File: src/design/assert_macros.svh
`ifndef ASSERT_MACROS_SVH
`define ASSERT_MACROS_SVH

// checked only while out of reset
`define AST_CHK(label, prop, msg) \
    label: assert property (@(posedge i_clk) disable iff (!i_rst_n) prop) else $error(msg);

// checked on every edge, reset included
`define AST_ANY(label, prop, msg) \
    label: assert property (@(posedge i_clk) prop) else $error(msg);

`endif

File: src/design/grc_pkg.sv
`default_nettype none
package grc_pkg;
    localparam int GRID_SIZE    = 64;
    localparam int SCREEN_WIDTH = 1920;
    localparam int FRAC_BITS    = 16;

    localparam int GRID_BITS = $clog2(GRID_SIZE);
    localparam int MAP_AW    = 2 * GRID_BITS;
    localparam int MAP_DEPTH = GRID_SIZE * GRID_SIZE;
    localparam int CW        = GRID_BITS + 2;
    localparam int STEP_CAP  = 2 * GRID_SIZE + 2;
    localparam int CNT_W     = $clog2(STEP_CAP + 1);

    localparam int POS_W  = 22;
    localparam int VEC_W  = 19;
    localparam int COL_W  = 11;
    localparam int CELL_W = 6;
    localparam int DIST_W = 32;
    localparam int CAM_W  = FRAC_BITS + 2;
    localparam int R_W    = VEC_W + 3;

    localparam int DIV_NW = (2 * FRAC_BITS + 1 > FRAC_BITS + COL_W + 1) ?
                            2 * FRAC_BITS + 1 : FRAC_BITS + COL_W + 1;
    localparam int DIV_DW = (R_W > $clog2(SCREEN_WIDTH + 1)) ?
                            R_W : $clog2(SCREEN_WIDTH + 1);
    localparam int DIV_CW = $clog2(DIV_NW + 1);

    localparam int MA_W = (FRAC_BITS + 2 > VEC_W + 1) ? FRAC_BITS + 2 : VEC_W + 1;
    localparam int MB_W = (DIST_W + 2 > CAM_W) ? DIST_W + 2 : CAM_W;
    localparam int MP_W = MA_W + MB_W;

    localparam logic [DIST_W-1:0] DIST_MAX = '1;

    localparam int CFG_AW = 3;
    localparam int CFG_DW = POS_W;
    localparam logic [CFG_AW-1:0] CFG_POS_X   = 3'd0;
    localparam logic [CFG_AW-1:0] CFG_POS_Y   = 3'd1;
    localparam logic [CFG_AW-1:0] CFG_DIR_X   = 3'd2;
    localparam logic [CFG_AW-1:0] CFG_DIR_Y   = 3'd3;
    localparam logic [CFG_AW-1:0] CFG_PLANE_X = 3'd4;
    localparam logic [CFG_AW-1:0] CFG_PLANE_Y = 3'd5;

    localparam logic KIND_WRITE = 1'b0;
    localparam logic KIND_CAST  = 1'b1;

    localparam int IN_W  = 24;
    localparam int OUT_W = 64;
endpackage
`default_nettype wire

File: src/design/grc_div.sv
`default_nettype none
module grc_div (
    input  wire logic                       i_clk,
    input  wire logic                       i_rst_n,
    input  wire logic                       i_start,
    input  wire logic [grc_pkg::DIV_NW-1:0] i_num,
    input  wire logic [grc_pkg::DIV_DW-1:0] i_den,
    output logic                            o_done,
    output logic [grc_pkg::DIV_NW-1:0]      o_quot
);
    import grc_pkg::*;

    logic              r_busy;
    logic              r_done;
    logic [DIV_CW-1:0] r_cnt;
    logic [DIV_NW-1:0] r_num;
    logic [DIV_NW-1:0] r_quot;
    logic [DIV_DW-1:0] r_den;
    logic [DIV_DW-1:0] r_rem;
    logic [DIV_DW:0]   rem_sh;
    logic              fits;

    // one quotient bit per cycle, restoring
    assign rem_sh = {r_rem, r_num[DIV_NW-1]};
    assign fits   = rem_sh >= {1'b0, r_den};

    always_ff @(posedge i_clk) begin
        if (!i_rst_n) begin
            r_busy <= 1'b0;
            r_done <= 1'b0;
            r_cnt  <= '0;
        end else begin
            r_done <= r_busy && (r_cnt == DIV_CW'(1));
            if (i_start) begin
                r_busy <= 1'b1;
                r_cnt  <= DIV_CW'(DIV_NW);
            end else if (r_busy) begin
                r_cnt <= r_cnt - DIV_CW'(1);
                if (r_cnt == DIV_CW'(1)) begin
                    r_busy <= 1'b0;
                end
            end
        end
    end

    always_ff @(posedge i_clk) begin
        if (i_start) begin
            r_num  <= i_num;
            r_den  <= i_den;
            r_rem  <= '0;
            r_quot <= '0;
        end else if (r_busy) begin
            r_num  <= {r_num[DIV_NW-2:0], 1'b0};
            r_rem  <= fits ? DIV_DW'(rem_sh - {1'b0, r_den}) : rem_sh[DIV_DW-1:0];
            r_quot <= {r_quot[DIV_NW-2:0], fits};
        end
    end

    assign o_done = r_done;
    assign o_quot = r_quot;
endmodule
`default_nettype wire

File: config.mk
export PLATFORM = sky130hd
export DESIGN_NAME = grc_div
export DESIGN_NICKNAME = d
export VERILOG_FILES = /design/src/design/assert_macros.svh /design/src/design/grc_pkg.sv /design/src/design/grc_div.sv
export SDC_FILE = /design/constraint.sdc
export NUM_CORES = 1
export LEC_CHECK = 0
export BUFFER_PORTS_ARGS = -buffer_cell sky130_fd_sc_hd__buf_2
export CORE_ASPECT_RATIO = 0.5
export CORE_MARGIN = 1.5
export CORE_UTILIZATION = 37
export CTS_CLUSTER_SIZE = 25
export DETAILED_ROUTE_END_ITERATION = 10
export PLACE_DENSITY = 0.65
export SLEW_MARGIN = 20
export SYNTH_ARGS = -nofsm -noshare
export SYNTH_HDL_FRONTEND = slang
export SYNTH_SLANG_ARGS = --single-unit
File: constraint.sdc
create_clock -name i_clk -period 2.7 [get_ports i_clk]
set_clock_uncertainty 0.05 [all_clocks]
set_input_delay 0.405 -clock i_clk [delete_from_list [all_inputs] [get_ports i_clk]]
set_output_delay 0.405 -clock i_clk [all_outputs]
set_load 0.02 [all_outputs]
# ---- Word level (Yosys, flattened, before mapping)
# Index checks and enable logic that the tools add are counted.
dict set report totals {
  ff_bits 118
}
dict set report classes {
  n_reduce_logical 3
  n_lt_le_gt_ge 1
  eq_ne 1
  n_bitwise 1
  addsub 2
  n_mux 8
}
# op count
set ops {}
lappend ops {{$mux 33} 2}
lappend ops {{$ge 23x22->1} 1}
lappend ops {{$mux 22} 1}
lappend ops {{$sub 22x22->22} 1}
lappend ops {{$mux 6} 2}
lappend ops {{$eq 6x1->1 const B} 1}
lappend ops {{$sub 6x1->6 const B} 1}
lappend ops {{$mux 1} 3}
lappend ops {{$reduce_bool 2->1} 1}
lappend ops {{$reduce_or 2->1} 1}
lappend ops {{$logic_and 1x1->1} 1}
lappend ops {{$not 1->1} 1}

# ---- Depth between registers and ports, before layout
dict set report logic_depth {
  depth_word 4
  depth_mapped 13
  ltp_nobuf 12
}

# ---- Worst setup path after synthesis
# Ideal clock, no wire load.
dict set report synth_timing {
  path_kind {register to register}
  from {register r_den[1]}
  to {register r_rem[4]}
  setup_ns 0.117
  period_less_slack_ns 2.704
  t_arrival_ns 2.537
  path_buffers 1
  path_stages_with_launch 12
  setup_slack_ns -0.004
  path_cell_list {edfxtp_1 > inv_1 > ha_1 > nor2b_4 > o31a_4 > o2111a_2 > o21a_4 > o31ai_4 > nand2_2 > buf_6 > mux2_4 > a22o_1}
}
dict set report synth_via {
  elab_chain_len 2
}
# item line
set synth_rtl {}
lappend synth_rtl {{start, declared} grc_div.sv:18} ;# logic [DIV_DW-1:0] r_den;
lappend synth_rtl {{start signal, assigned} grc_div.sv:49} ;# r_den <= i_den;
lappend synth_rtl {{$sub 22x22->22 / $ge 23x22->1 (equally long branches)} {grc_div.sv:54, grc_div.sv:25}}
lappend synth_rtl {{$mux 22 (*)} grc_div.sv:54} ;# r_rem <= fits ? DIV_DW'(rem_sh - {1'b0, r_den}) : rem_sh[DIV_DW-1:0];
lappend synth_rtl {{end signal, assigned} grc_div.sv:54}
lappend synth_rtl {{end, declared} grc_div.sv:19} ;# logic [DIV_DW-1:0] r_rem;
# Mark *: on every way between the ends. The rest lies on a longest branch, timed or not.
# A chain may end at the register's enable or synchronous reset.

# ---- Worst setup path in the final report
dict set report layout_timing {
  from {register r_den[1]}
  to {register r_rem[18]}
}
# The elaborated chain is that of the path after synthesis.

==> impl_metrics.py <==
metrics = {
    "status": {
        "status": "complete, no violations",
    },
    "cts": {
        "clkLatencyLatePin_ps": 410,
        "cts_hold_buffers": 0,
        "cts_sinks": 118,
        "clock_path_buffers": 2,
        "tritoncts": "built",
        "path_clk_slew_ps": 60,
        "root_buffer": "clkbuf_16",
        "h-tree-depth": 4,
        "cts_made_buffers": 17,
    },
    "place": {
        "placed_area_um2": 6790,
        "gp_congestion": 0.8452,
        "portBuffers": 91,
        "place_inst": 841,
        "dp_hpwl_um": 8400,
    },
    "floorplanning": {
        "fp.dieH_um": 92.01,
        "ioPinCount": 92,
        "initial_utilization_pct": 37.93,
        "die-width_um": 181.0,
        "row_count": 32,
        "coreArea_um2": 15450,
        "die_area_um2": 16650,
    },
    "power_and_ir_drop": {
        "p_leak_uw": 0.003263,
        "peakVddDrop_mv": 0.4093,
        "power_density_nw_per_um2": 697.4,
        "p_total_uw": 5308,
    },
    "routing": {
        "ant_nets": 0,
        "avgViaCountPerCell": 4.962,
        "drt-total-wl_um": 12570,
        "via_count": 4362,
        "route.detailed.drc": 0,
        "dr.pass1.iters": 4,
        "drt_first_iter_violations": 180,
        "avgRoutedWirePerCell_um": 14.30,
    },
    "layout": {
        "finalNonFillerCells": 879,
        "postLayoutCellArea_um2": 7611,
        "finalNetCount": 745,
        "multi_input_area_um2": 2791,
        "seq_area_um2": 2914,
        "n_antenna_cell": 0,
        "nFillCells": 1415,
        "drive_above_1_share_pct": 37.48,
        "area_growth_pct": 29.84,
        "final_core_util_pct": 49.25,
    },
    "synth": {
        "synth_area_leaders": "edfxtp_1 (28%), dfxtp_1 (22%), mux2i_1 (6.8%)",
        "synth_edf_count": 55,
        "yosysTopAreaCell": "edfxtp_1",
        "syn_inst": 527,
        "synth_top_area_share_pct": 28.18,
        "async_flop_share_pct": 0,
        "synth_area_um2": 5862,
        "synthFlopType": "dfxtp_1",
        "synth_cell_types": 72,
        "synth_seq_cells": 118,
        "synth_area_per_cell_um2": 11.12,
        "yosys-top-cells-count": "dfxtp_1 (63), nor2_1 (63), edfxtp_1 (55)",
        "syn_nets": 610,
        "yosysSeqAreaShare_pct": 49.69,
        "yosysWarningCount": 0,
    },
    "critical_path": {
        "cp_slowest_cell": "edfxtp_1",
        "startpoint_type": "flop",
        "crit_buf_inv": 1,
        "cp-startpoint": "r_den[1]$_DFFE_PP_",
        "rr_startpoint": "r_den[1]$_DFFE_PP_",
        "path_delay_family": "compound AO/OA/AOI/OAI gates",
        "crit_type": "flop to flop",
        "endpoint_kind": "flop",
        "crit_required_ps": 2980,
        "arrival_ps": 2950,
        "crit_fanout": 6,
        "cp_cell_sequence": "inv_2, ha_4, nor2b_4, o31a_4, o2111a_2, o21a_4, o31ai_4, nand2_4, a311o_1, a221oi_2",
        "slowest_delay_ps": 380,
    },
    "sta": {
        "rsz0062_at_grt": "yes",
        "finalCritPeriodShare_pct": 99.18,
        "holdWs_ps": 117.0,
        "finalMaxSlewViolations": 0,
        "fmax_ghz": 0.3734,
        "period_needed_ps": 2678,
        "worst_pin_slew_ps": 650.7,
        "slew_headroom_pct": 56.46,
        "setup_violations": 0,
        "hold_viol_final": 0,
    },
    "min_path": {
        "hold_path.class": "primary input to flop",
        "hold_start": "i_den[7]",
    },
    "global_routing": {
        "grt_max_degree": 78,
        "grt_pass1_vias": 4310,
        "grt_antenna_before_repair": 0,
        "gr-usage-all-layers_pct": 15.83,
        "grt_overflow": 0,
        "grt_pass1_wl_um": 20940,
    },
    "run": {
        "cap_violations": 0,
    },
}
## metrics by stage
stage          setup slack, ps  TNS, ps
2_1_floorplan            5.559        0
3_3_place_gp            -7.005   -13.01
3_5_place_dp            -54.73   -147.9
4_1_cts                 -26.48   -33.43
5_1_grt                 -100.7   -938.5
6_report                 22.23        0
## final timing paths
path	depth (start not counted)	end	slack, ps
worst max-delay path	10	r_rem[18]$_SDFFE_PP0P_	20
worst min-delay path	1	r_den[7]$_DFFE_PP_	120
worst max register to register	10	r_rem[18]$_SDFFE_PP0P_	20
worst min register to register	2	r_rem[13]$_SDFFE_PP0P_	440
## power by group
group,switching (µW),internal (µW)
Sequential,56.3,2010
Clock,854,1460
Combinational,465,469
Total,1380,3930
## repair_timing
item                                    in CTS  in global routing
pin swaps                                    6                 23
buffers inserted                             4                  3
resized for setup                            9                 31
endpoints found under the setup margin      14                 23
## worst register-to-register path, stage by stage (launching register included)
cell and delay [ps]:
edfxtp_1 380, inv_2 90, ha_4 200, nor2b_4 130, o31a_4 280, o2111a_2 270
o21a_4 210, o31ai_4 310, nand2_4 130, a311o_1 300, a221oi_2 250
## layout make-up
type	count	area share [%]
sequential	118	38.29
multi-input combinational	345	36.68
timing repair buffer	143	11.93
clock buffer	18	5.639
tap	204	3.354
clock inverter	14	2.285
inverter	37	1.825
## logic make-up (layout without fill, tap and decap cells)
family / Yosys count / after routing / share of synthesized area (%)
compound gates: 104 / 104 / 13.53
xor+xnor: 19 / 19 / 2.839
flops: 118 / 118 / 49.69
simple gates: 124 / 124 / 9.989
buf+inv: 64 / 212 / 5.251
mux: 73 / 73 / 13.23
fa+ha+maj: 25 / 25 / 5.464
## layout by cell type, fill, tap and decap left out, types with 4 or more instances in the layout
master,instances
buf_2,90
nor2_1,63
dfxtp_1,62
edfxtp_1,55
buf_4,44
mux2i_1,40
inv_1,35
mux2_2,32
ha_1,20
nand2_1,18
clkbuf_16,17
a21oi_1,15
xnor2_1,13
a211oi_1,12
o21ai_0,10
nand3_1,8
a21o_1,8
xor2_1,6
buf_6,6
a21oi_2,5
o21a_1,5
o21ai_1,5
nand2_2,4
a311oi_1,4
nor3_1,4
## state kept, by name (all words and copies together) (netlist names)
| name | count |
|---|---|
| o_done | 1 |
| o_quot | 33 |
| r_busy | 1 |
| r_cnt | 6 |
| r_den | 22 |
| r_num | 33 |
| r_rem | 22 |
## routing by layer
metal / part of all wire (%) / up-vias / global-route usage (%)
met3: 3.8 / 13 / 3.654
met1: 47 / 2085 / 20.25
met2: 48 / 77 / 26.45
li1: - / 2187 / -
met5: 0 / - / 0
met4: 1.1 / 0 / 5.486
(Power assumes the default switching activity.)
